$ cat src/rtl/rcpg_pkg.sv
`timescale 1ns / 1ps
`default_nettype none

package rcpg_pkg;

  // Default slice limits.
  localparam int MAX_ANGULAR_DEF = 8;
  localparam int MAX_AXIAL_DEF   = 8;

  // Configuration port.
  localparam int CFG_AW = 4;
  localparam int DATA_W = 32;

  localparam logic [1:0] REG_ANGULAR = 2'd0;
  localparam logic [1:0] REG_AXIAL   = 2'd1;
  localparam logic [1:0] REG_LIMIT   = 2'd2;

  localparam logic [3:0]  ANGULAR_RESET = 4'd4;
  localparam logic [3:0]  AXIAL_RESET   = 4'd3;
  localparam logic [15:0] LIMIT_RESET   = 16'hFFFF;

  // Datapath widths.
  localparam int DIV_W   = 21;
  localparam int DEN_W   = 5;
  localparam int DCNT_W  = 5;
  localparam int MUL_W   = 33;
  localparam int PROD_W  = 66;
  localparam int ACC_W   = 36;
  localparam int TRIG_W  = 17;
  localparam int COORD_W = 17;

  localparam logic [63:0] ONE_Q32     = 64'd4294967296;
  localparam logic [18:0] TURN_TO_Q32 = 19'd411775;
  localparam logic [14:0] QUARTER     = 15'd16384;
  localparam logic [13:0] EIGHTH      = 14'd8192;

  // Series terms after the leading ones (x for sine, 1 - x^2/2 for cosine): x^3/6,
  // x^5/120, x^7/5040 for sine and x^4/24, x^6/720, x^8/40320 for cosine.
  localparam int         NUM_TERMS = 6;
  localparam logic [2:0] LAST_TERM = 3'(NUM_TERMS - 1);

  localparam logic [31:0] RECIP_6     = 32'(ONE_Q32 / 6);
  localparam logic [31:0] RECIP_120   = 32'(ONE_Q32 / 120);
  localparam logic [31:0] RECIP_5040  = 32'(ONE_Q32 / 5040);
  localparam logic [31:0] RECIP_24    = 32'(ONE_Q32 / 24);
  localparam logic [31:0] RECIP_720   = 32'(ONE_Q32 / 720);
  localparam logic [31:0] RECIP_40320 = 32'(ONE_Q32 / 40320);

  function automatic logic [31:0] term_recip(input logic [2:0] k);
    logic [31:0] m;
    case (k)
      3'd0:    m = RECIP_6;
      3'd1:    m = RECIP_120;
      3'd2:    m = RECIP_5040;
      3'd3:    m = RECIP_24;
      3'd4:    m = RECIP_720;
      3'd5:    m = RECIP_40320;
      default: m = RECIP_40320;
    endcase
    return m;
  endfunction

  function automatic logic [15:0] term_div(input logic [2:0] k);
    logic [15:0] d;
    case (k)
      3'd0:    d = 16'd6;
      3'd1:    d = 16'd120;
      3'd2:    d = 16'd5040;
      3'd3:    d = 16'd24;
      3'd4:    d = 16'd720;
      3'd5:    d = 16'd40320;
      default: d = 16'd40320;
    endcase
    return d;
  endfunction

  // Terms that are subtracted from their sum.
  function automatic logic term_sub(input logic [2:0] k);
    return (k == 3'd0) || (k == 3'd2) || (k == 3'd4);
  endfunction

  // Terms that belong to the cosine sum.
  function automatic logic term_cos(input logic [2:0] k);
    return (k == 3'd3) || (k == 3'd4) || (k == 3'd5);
  endfunction

  typedef enum logic [4:0] {
    S_IDLE,
    S_AX_START,
    S_AN_START,
    S_DIV,
    S_DIV_END,
    S_SC_X,
    S_SC_P2,
    S_SC_P3,
    S_SC_P4,
    S_SC_P5,
    S_SC_P6,
    S_SC_P7,
    S_SC_P8,
    S_SC_P9,
    S_DV_Q,
    S_DV_R,
    S_DV_C,
    S_SC_END,
    S_PT_X,
    S_PT_T,
    S_PT_Y,
    S_PT_Z,
    S_PT_DONE,
    S_EMIT
  } state_t;

endpackage

`default_nettype wire

$ cat src/rtl/range_cone_point_generator.sv
// Channel   Handshake                Payload
// config    psel/penable/pwrite      paddr, pwdata, prdata (APB-style, pready tied high)
// in        in_valid / in_stall      distance, lower_bound, upper_bound, cone_width
// out       out_valid / out_stall    point_x, point_y, point_z, last_point
//
// A rejected reading is dropped without raising in_stall. The work per point is paced by
// the one-bit-per-cycle restoring divider for the slice angles and by the single shared
// 33x33 multiplier that evaluates the sine and cosine series and the coordinate products.
// Reset is synchronous and restores the register defaults. in_stall is high from the
// accepted transfer until the last point has been transferred out; out_stall simply
// holds the current point.
`timescale 1ns / 1ps
`default_nettype none

module range_cone_point_generator
  import rcpg_pkg::*;
#(
  parameter int MAX_ANGULAR = MAX_ANGULAR_DEF,
  parameter int MAX_AXIAL   = MAX_AXIAL_DEF
) (
  input  wire logic                      clk,
  input  wire logic                      rst,
  input  wire logic                      psel,
  input  wire logic                      penable,
  input  wire logic                      pwrite,
  input  wire logic [CFG_AW-1:0]         paddr,
  input  wire logic [DATA_W-1:0]         pwdata,
  output logic      [DATA_W-1:0]         prdata,
  output logic                           pready,
  input  wire logic                      in_valid,
  output logic                           in_stall,
  input  wire logic [15:0]               distance,
  input  wire logic [15:0]               lower_bound,
  input  wire logic [15:0]               upper_bound,
  input  wire logic [15:0]               cone_width,
  output logic                           out_valid,
  input  wire logic                      out_stall,
  output logic signed [COORD_W-1:0]      point_x,
  output logic signed [COORD_W-1:0]      point_y,
  output logic signed [COORD_W-1:0]      point_z,
  output logic                           last_point
);

  localparam int AN_W = $clog2(MAX_ANGULAR + 1);
  localparam int AX_W = $clog2(MAX_AXIAL + 1);

  // Configuration registers.
  logic [3:0]  angular_count;
  logic [3:0]  axial_count;
  logic [15:0] range_limit;
  logic [1:0]  reg_idx;
  logic        cfg_wr;

  assign pready  = 1'b1;
  assign reg_idx = paddr[CFG_AW-1:2];
  assign cfg_wr  = psel && penable && pwrite;

  always_ff @(posedge clk) begin
    if (rst) begin
      angular_count <= ANGULAR_RESET;
      axial_count   <= AXIAL_RESET;
      range_limit   <= LIMIT_RESET;
    end else if (cfg_wr) begin
      case (reg_idx)
        REG_ANGULAR: angular_count <= pwdata[3:0];
        REG_AXIAL:   axial_count   <= pwdata[3:0];
        REG_LIMIT:   range_limit   <= pwdata[15:0];
        default: ;
      endcase
    end
  end

  always_comb begin
    case (reg_idx)
      REG_ANGULAR: prdata = DATA_W'(angular_count);
      REG_AXIAL:   prdata = DATA_W'(axial_count);
      REG_LIMIT:   prdata = DATA_W'(range_limit);
      default:     prdata = '0;
    endcase
  end

  // Slice counts, with zero read as one and large values saturated.
  logic [3:0] na_clamp;
  logic [3:0] nx_clamp;

  always_comb begin
    if (angular_count == 4'd0) begin
      na_clamp = 4'd1;
    end else if (angular_count > 4'(MAX_ANGULAR)) begin
      na_clamp = 4'(MAX_ANGULAR);
    end else begin
      na_clamp = angular_count;
    end
    if (axial_count == 4'd0) begin
      nx_clamp = 4'd1;
    end else if (axial_count > 4'(MAX_AXIAL)) begin
      nx_clamp = 4'(MAX_AXIAL);
    end else begin
      nx_clamp = axial_count;
    end
  end

  state_t state;
  state_t state_next;

  logic in_acc;
  logic reject;

  assign in_acc = in_valid && !in_stall;
  assign reject = (distance < lower_bound) || (distance > upper_bound) ||
                  (distance > range_limit);

  // Item registers.
  logic [15:0]     r;
  logic [15:0]     fov;
  logic [AN_W-1:0] na_m1;
  logic [AX_W-1:0] nx_m1;
  logic [AN_W-1:0] j;
  logic [AX_W-1:0] i;
  logic            phase_ax;

  // Angle divider.
  logic [DIV_W-1:0]  div_num;
  logic [DEN_W-1:0]  div_den;
  logic [DEN_W-1:0]  div_rem;
  logic [DCNT_W-1:0] div_cnt;
  logic              ang_neg;
  logic [DEN_W:0]    div_trial;
  logic              div_ge;

  assign div_trial = {div_rem, div_num[DIV_W-1]};
  assign div_ge    = div_trial >= {1'b0, div_den};

  // Slice setup values.
  logic [DIV_W-1:0] ax_num;
  logic [DEN_W-1:0] ax_den;
  logic [DIV_W-1:0] an_num;
  logic [DEN_W-1:0] an_den;
  logic             an_neg;
  logic             an_skip;
  logic [19:0]      fov_k;

  always_comb begin
    int k_int;
    logic [3:0] k_mag;
    k_int   = 2 * int'(j) - int'(na_m1);
    an_neg  = k_int < 0;
    k_mag   = 4'(an_neg ? -k_int : k_int);
    fov_k   = 20'(fov) * 20'(k_mag);
    an_num  = DIV_W'({fov_k, 1'b0}) + (DIV_W'(na_m1) << 1);
    an_den  = DEN_W'(DEN_W'(na_m1) << 2);
    ax_num  = (DIV_W'(i) << 16) + DIV_W'(nx_m1) + DIV_W'(1);
    ax_den  = DEN_W'((DEN_W'(nx_m1) + DEN_W'(1)) << 1);
    // With an odd slice count the center point is only emitted on the first rotation.
    an_skip = !na_m1[0] && (j == (na_m1 >> 1)) && (i != '0);
  end

  // Sine/cosine datapath.
  logic [15:0]       ang;
  logic [13:0]       ang_low;
  logic              swap;
  logic [14:0]       t;
  logic [PROD_W-1:0] prod;
  logic [MUL_W-1:0]  mul_a;
  logic [MUL_W-1:0]  mul_b;
  logic [31:0]       xr, x2, x3, x4, x5, x6, x7, x8;
  logic [31:0]       q0;
  logic [2:0]        term;
  logic [31:0]       term_n;
  logic [32:0]       term_rem;
  logic [32:0]       term_q;
  logic signed [ACC_W-1:0] term_ext;
  logic signed [ACC_W-1:0] sin_acc;
  logic signed [ACC_W-1:0] cos_acc;

  assign ang_low = ang[13:0];
  assign swap    = ang_low > EIGHTH;
  assign t       = swap ? (QUARTER - {1'b0, ang_low}) : {1'b0, ang_low};

  always_comb begin
    case (term)
      3'd0:    term_n = x3;
      3'd1:    term_n = x5;
      3'd2:    term_n = x7;
      3'd3:    term_n = x4;
      3'd4:    term_n = x6;
      3'd5:    term_n = x8;
      default: term_n = '0;
    endcase
  end

  // The reciprocal product is at most one low; one compare fixes it.
  assign term_rem = {1'b0, term_n} - prod[32:0];
  assign term_q   = {1'b0, q0} + ((term_rem >= 33'(term_div(term))) ? 33'd1 : 33'd0);
  assign term_ext = $signed({3'b000, term_q});

  // Final rounding and octant mapping.
  logic [ACC_W-1:0]  sin_sum;
  logic [ACC_W-1:0]  cos_sum;
  logic [TRIG_W-1:0] sin_poly;
  logic [TRIG_W-1:0] cos_poly;
  logic [TRIG_W-1:0] ps, pc;
  logic [TRIG_W-1:0] s_mag, c_mag;
  logic              s_neg, c_neg;

  always_comb begin
    sin_sum  = (sin_acc < 0) ? ACC_W'(32768) : ACC_W'(sin_acc) + ACC_W'(32768);
    cos_sum  = (cos_acc < 0) ? ACC_W'(32768) : ACC_W'(cos_acc) + ACC_W'(32768);
    sin_poly = sin_sum[32:16];
    cos_poly = cos_sum[32:16];
    ps       = swap ? cos_poly : sin_poly;
    pc       = swap ? sin_poly : cos_poly;
    case (ang[15:14])
      2'd0: begin
        s_mag = ps; s_neg = 1'b0; c_mag = pc; c_neg = 1'b0;
      end
      2'd1: begin
        s_mag = pc; s_neg = 1'b0; c_mag = ps; c_neg = 1'b1;
      end
      2'd2: begin
        s_mag = ps; s_neg = 1'b1; c_mag = pc; c_neg = 1'b1;
      end
      default: begin
        s_mag = pc; s_neg = 1'b1; c_mag = ps; c_neg = 1'b0;
      end
    endcase
  end

  // Point datapath.
  logic [TRIG_W-1:0]  sa_mag, ca_mag, sb_mag, cb_mag;
  logic               sa_neg, ca_neg, sb_neg, cb_neg;
  logic [32:0]        rs;
  logic [COORD_W-1:0] xm, ym;
  logic [PROD_W-1:0]  rnd16;
  logic [PROD_W-1:0]  rnd32;

  assign rnd16 = prod + PROD_W'(32768);
  assign rnd32 = prod + PROD_W'(32'h8000_0000);

  always_ff @(posedge clk) begin
    prod <= mul_a * mul_b;
  end

  always_ff @(posedge clk) begin
    if (rst) begin
      state <= S_IDLE;
    end else begin
      state <= state_next;
    end
  end

  always_comb begin
    state_next = state;
    mul_a      = '0;
    mul_b      = '0;
    in_stall   = state != S_IDLE;
    out_valid  = state == S_EMIT;
    case (state)
      S_IDLE: begin
        if (in_acc && !reject) begin
          state_next = (na_clamp == 4'd1) ? S_EMIT : S_AX_START;
        end
      end
      S_AX_START: state_next = S_DIV;
      S_AN_START: begin
        if (!an_skip) begin
          state_next = S_DIV;
        end
      end
      S_DIV: begin
        if (div_cnt == '0) begin
          state_next = S_DIV_END;
        end
      end
      S_DIV_END: state_next = S_SC_X;
      S_SC_X: begin
        mul_a      = MUL_W'(t);
        mul_b      = MUL_W'(TURN_TO_Q32);
        state_next = S_SC_P2;
      end
      S_SC_P2: begin
        mul_a      = MUL_W'(prod[31:0]);
        mul_b      = MUL_W'(prod[31:0]);
        state_next = S_SC_P3;
      end
      S_SC_P3: begin
        mul_a      = MUL_W'(prod[63:32]);
        mul_b      = MUL_W'(xr);
        state_next = S_SC_P4;
      end
      S_SC_P4: begin
        mul_a      = MUL_W'(x2);
        mul_b      = MUL_W'(x2);
        state_next = S_SC_P5;
      end
      S_SC_P5: begin
        mul_a      = MUL_W'(x3);
        mul_b      = MUL_W'(x2);
        state_next = S_SC_P6;
      end
      S_SC_P6: begin
        mul_a      = MUL_W'(x4);
        mul_b      = MUL_W'(x2);
        state_next = S_SC_P7;
      end
      S_SC_P7: begin
        mul_a      = MUL_W'(x5);
        mul_b      = MUL_W'(x2);
        state_next = S_SC_P8;
      end
      S_SC_P8: begin
        mul_a      = MUL_W'(x4);
        mul_b      = MUL_W'(x4);
        state_next = S_SC_P9;
      end
      S_SC_P9: state_next = S_DV_Q;
      S_DV_Q: begin
        mul_a      = MUL_W'(term_n);
        mul_b      = MUL_W'(term_recip(term));
        state_next = S_DV_R;
      end
      S_DV_R: begin
        mul_a      = MUL_W'(prod[63:32]);
        mul_b      = MUL_W'(term_div(term));
        state_next = S_DV_C;
      end
      S_DV_C: state_next = (term == LAST_TERM) ? S_SC_END : S_DV_Q;
      S_SC_END: state_next = phase_ax ? S_AN_START : S_PT_X;
      S_PT_X: begin
        mul_a      = MUL_W'(r);
        mul_b      = MUL_W'(ca_mag);
        state_next = S_PT_T;
      end
      S_PT_T: begin
        mul_a      = MUL_W'(r);
        mul_b      = MUL_W'(sa_mag);
        state_next = S_PT_Y;
      end
      S_PT_Y: begin
        mul_a      = prod[32:0];
        mul_b      = MUL_W'(cb_mag);
        state_next = S_PT_Z;
      end
      S_PT_Z: begin
        mul_a      = rs;
        mul_b      = MUL_W'(sb_mag);
        state_next = S_PT_DONE;
      end
      S_PT_DONE: state_next = S_EMIT;
      S_EMIT: begin
        if (!out_stall) begin
          if (last_point) begin
            state_next = S_IDLE;
          end else if (j == na_m1) begin
            state_next = S_AX_START;
          end else begin
            state_next = S_AN_START;
          end
        end
      end
      default: state_next = S_IDLE;
    endcase
  end

  always_ff @(posedge clk) begin
    case (state)
      S_IDLE: begin
        r     <= distance;
        fov   <= cone_width;
        na_m1 <= AN_W'(na_clamp - 4'd1);
        nx_m1 <= AX_W'(nx_clamp - 4'd1);
        i     <= '0;
        j     <= '0;
        // A single-slice cloud is the bare range along the axis.
        point_x    <= $signed({1'b0, distance});
        point_y    <= '0;
        point_z    <= '0;
        last_point <= 1'b1;
      end
      S_AX_START: begin
        div_num  <= ax_num;
        div_den  <= ax_den;
        div_rem  <= '0;
        div_cnt  <= DCNT_W'(DIV_W - 1);
        ang_neg  <= 1'b0;
        phase_ax <= 1'b1;
      end
      S_AN_START: begin
        if (an_skip) begin
          j <= j + AN_W'(1);
        end
        div_num  <= an_num;
        div_den  <= an_den;
        div_rem  <= '0;
        div_cnt  <= DCNT_W'(DIV_W - 1);
        ang_neg  <= an_neg;
        phase_ax <= 1'b0;
      end
      S_DIV: begin
        div_rem <= div_ge ? DEN_W'(div_trial - {1'b0, div_den}) : DEN_W'(div_trial);
        div_num <= {div_num[DIV_W-2:0], div_ge};
        div_cnt <= div_cnt - DCNT_W'(1);
      end
      S_DIV_END: begin
        ang <= ang_neg ? (16'd0 - div_num[15:0]) : div_num[15:0];
      end
      S_SC_P2: xr <= prod[31:0];
      S_SC_P3: x2 <= prod[63:32];
      S_SC_P4: x3 <= prod[63:32];
      S_SC_P5: x4 <= prod[63:32];
      S_SC_P6: x5 <= prod[63:32];
      S_SC_P7: x6 <= prod[63:32];
      S_SC_P8: x7 <= prod[63:32];
      S_SC_P9: begin
        x8      <= prod[63:32];
        sin_acc <= $signed(ACC_W'(xr));
        cos_acc <= $signed(ACC_W'(ONE_Q32)) - $signed(ACC_W'(x2 >> 1));
        term    <= '0;
      end
      S_DV_R: q0 <= prod[63:32];
      S_DV_C: begin
        if (term_cos(term)) begin
          cos_acc <= term_sub(term) ? cos_acc - term_ext : cos_acc + term_ext;
        end else begin
          sin_acc <= term_sub(term) ? sin_acc - term_ext : sin_acc + term_ext;
        end
        term <= term + 3'd1;
      end
      S_SC_END: begin
        if (phase_ax) begin
          sb_mag <= s_mag;
          sb_neg <= s_neg;
          cb_mag <= c_mag;
          cb_neg <= c_neg;
        end else begin
          sa_mag <= s_mag;
          sa_neg <= s_neg;
          ca_mag <= c_mag;
          ca_neg <= c_neg;
        end
      end
      S_PT_T: xm <= rnd16[32:16];
      S_PT_Y: rs <= prod[32:0];
      S_PT_Z: ym <= rnd32[48:32];
      S_PT_DONE: begin
        point_x    <= ca_neg ? $signed(COORD_W'(0) - xm) : $signed(xm);
        point_y    <= (sa_neg ^ cb_neg) ? $signed(COORD_W'(0) - ym) : $signed(ym);
        point_z    <= (sa_neg ^ sb_neg) ? $signed(COORD_W'(0) - rnd32[48:32])
                                        : $signed(rnd32[48:32]);
        last_point <= (i == nx_m1) && (j == na_m1);
      end
      S_EMIT: begin
        if (!out_stall && !last_point) begin
          if (j == na_m1) begin
            j <= '0;
            i <= i + AX_W'(1);
          end else begin
            j <= j + AN_W'(1);
          end
        end
      end
      default: ;
    endcase
  end

endmodule

`default_nettype wire

$ cat config.mk
export PLATFORM = sky130hd
export DESIGN_NAME = range_cone_point_generator
export DESIGN_NICKNAME = d
export VERILOG_FILES = /design/src/rtl/rcpg_pkg.sv /design/src/rtl/range_cone_point_generator.sv
export SDC_FILE = /design/constraint.sdc
export NUM_CORES = 2
export LEC_CHECK = 0
export BUFFER_PORTS_ARGS = -buffer_cell sky130_fd_sc_hd__buf_2
export CORE_ASPECT_RATIO = 0.7
export CORE_MARGIN = 4
export CORE_UTILIZATION = 30
export CTS_CLUSTER_DIAMETER = 100
export DETAILED_ROUTE_END_ITERATION = 10
export GPL_TIMING_DRIVEN = 0
export PLACE_DENSITY_LB_ADDON = 0.3
export SLEW_MARGIN = 30
export SYNTH_ARGS = -nofsm -noshare
export SYNTH_HDL_FRONTEND = slang
export SYNTH_SLANG_ARGS = --single-unit
export TNS_END_PERCENT = 100
$ cat constraint.sdc
create_clock -name clk -period 10.9 [get_ports clk]
set_clock_uncertainty 0.15 [all_clocks]
set_input_delay 1.09 -clock clk [delete_from_list [all_inputs] [get_ports clk]]
set_output_delay 1.09 -clock clk [all_outputs]
set_load 0.05 [all_outputs]
==> results.md <==
* Wire per inst at 29.14 um
* H-tree levels at 3
* Post-synthesis adder-cell area fraction at 32.87%
* Placement row count at 154
* Final count of pins violating max slew at 0
* Largest net degree at the start of global routing at 42
* IO buf count at 156
* Max Fclk at 0.07672 GHz
* Outcome: finished, violations left
* Crit path top cell by count: ha_4
* Syn Inst Count at 7986
* Synth Area in Compound Gates at 9.850%
* Critical Path Sink Type: register
* Minimum clock period at 13.03 ns
* Grt ovf at 0
* Top cells by area, synth: edfxtp_1, fa_1, ha_1
* Max clock buf depth at 3
* Worst rel slew slack at 20.10%
* Post-DP HPWL at 280600 um
* Antenna viol nets, final at 0
* #FFs+latches synth at 748
* Root Driver: clkbuf_16
* Final GP Congestion at 1.074
* Crit path max-delay family: compound AO/OA/AOI/OAI gates
* Starting Density at 30.27%
* Layout cells sized above 1 at 15.24%
* Drt initial violations at 8948
* Filler instances at 25.41k
* CTS Sinks at 748
* Failing checks: negative setup slack
* Multiplexer share of the synthesized area at 2.003%
* Asr flop ratio synth at 0%
* Arrival time at the worst endpoint at 13.25 ns
* Setup_tns at -69.63 ns
* Syn_area_per_cell at 9.575 um^2
* Post-layout nets at 10.02k
* Peak VDD IR at 0.3469 mV
* DR vias at 64.52k
* Core area at 252600 um^2
* Yosys cell types at 104
* Post-synthesis instance area at 76470 um^2
* Hold buffer count at cts at 0
* Crit path kind: register to register
* Critical path startpoint category: register
* Max incr delay on CP at 0.53 ns
* Period utilization at 119.6%
* Max Cap Violations at 0
* DRT Wirelength at 347700 um
* Hold Path Class: register to register
* Final Power at 0.01295 W
* Area fraction of the dominant cell type after synthesis at 25.72%
* Worst-path clk slew at 0.08 ns
* Synth warnings at 0
* Largest family of logic cells by synthesized area: adder cells
* TritonCTS Buffers at 72
* Vias in the first global route at 62.32k
* Commonest cells after routing, fill and taps aside: inv_1, nand2_1, fa_1
* Post-synth EDFFs at 655
* Die height at 430.4 um
* Cell area power density at 143.0 nW/um^2
* First-pass detailed-route iteration total at 10
* Total GRT Usage at 25.73%
* Leakage at 38.32 nW
* TritonCTS clock tree: done
* Worst skew pair latency at 0.68 ns
* CP required at 11.11 ns
* Drt drc at 0
* Crit-path max FO at 10
* Sequential element share of the synthesized area at 28.16%
* # IOs at 194
* Final worst setup slack at -2.134 ns
* CP Buf/Inv Count at 7
* Commonest non-fill, non-tap cell in the layout: inv_1
* Die area at 263200 um^2
* RSZ-0062 raised after global routing: yes
* Finished Core Util at 35.85%
* First-pass GRT wire length at 480100 um
* Synth Area in Simple Gates at 13.72%
* # setup viols final at 66
* Top_reg_cell synth: edfxtp_1
* Post-Synth XOR/XNOR Area at 4.747%
* Synth area leader: edfxtp_1
* Slew @ Worst Pin at 1.199 ns
* Chip Width at 611.4 um
* Initial antenna violation count at 45
* Syn-to-layout area delta at 18.41%
* Final hold violation count at 0
* Slowest CP cell: nor4b_4
* Drt via density at 5.407
-- routing by layer --
metal	share of wire (%)	vias to the layer above	global-route usage (%)
met3	16	522	13.22
met2	36	4133	31.80
li1	-	27055	-
met1	45	32785	38.46
met5	0.049	-	0
met4	2.9	26	6.102
-- registers in the layout (all words and copies together) (netlist names), 32 cells and up --
name	flops
x3	32
x8	32
rs	33
x4	32
x7	32
x5	32
q0	32
x6	32
prod	64
cos_acc	36
xr	32
x2	32
sin_acc	36
-- synth_stat cells, types with 29 or more instances --
master / instances
a211o_1: 29
a21o_1: 78
a21oi_1: 279
a221oi_1: 31
a222oi_1: 62
a22oi_1: 105
and2_1: 134
and3_1: 45
buf_1: 37
clkbuf_1: 316
dfxtp_1: 93
edfxtp_1: 655
fa_1: 959
ha_1: 462
inv_1: 1346
mux2_2: 96
mux2i_1: 45
nand2_1: 1339
nand2b_1: 54
nand3_1: 117
nand4_1: 50
nor2_1: 420
nor2b_1: 47
nor3_1: 61
o21ai_0: 235
o21bai_1: 30
o31ai_1: 36
or3_1: 31
xnor2_1: 267
xor2_1: 143
-- worst paths after layout --
kind             from     endpoint  slack, ns  cells after the start
min reg2reg  prod[28]       xr[28]       0.38                      0
max           term[0]  sin_acc[31]      -2.13                     55
max reg2reg   term[0]  sin_acc[31]      -2.13                     55
min          prod[28]       xr[28]       0.38                      0
-- where the power goes --
group	total (W)	switching, W	internal (W)
clock	0.00272	0.00124	0.00147
combinational	0.00630	0.00407	0.00223
sequential	0.00394	0.000481	0.00346
-- per-stage QoR --
stage	instances	hold slack [ns]	instance area, um^2	setup slack, ns
floorplan	8017	0.2737	76750	0.01897
global placement	11527	0.3638	81720	-6.228
detailed placement	11564	0.3644	82580	-5.378
CTS	11844	0.3807	89090	-1.829
global route	11900	0.3769	90470	-2.380
finish	11932	0.3842	90550	-2.134
-- final cells by class --
class                      instances  area (um^2)  area share [%]
timing repair buffer             415         3391           3.745
sequential                       748        21560           23.81
tap                             3354         4197           4.635
inverter                        1348         5105           5.638
buffer                           368         2814           3.108
clock buffer                      87         1911           2.110
clock inverter                    44        475.5          0.5251
multi-input combinational       5536        51020           56.35
antenna                           32        80.08         0.08844
-- repair_timing --
item / CTS / global route
gates resized for setup: 740 / 228
setup endpoints to repair: 120 / 78
pin swaps: 172 / 113
setup buffers: 165 / 53
endpoints found under the hold margin: 0 / 0
gates cloned: 3 / 1
-- cells by family after synthesis --
family	after synthesis
AOI/OAI and AO/OA	1120
xor gates and xnor gates	412
adders and majority gates	1436
buffers and inverters	1733
DFF	748
muxes	141
other	2
and+or+nand+nor	2394
Note: power is estimated with default switching activity, not from simulation.
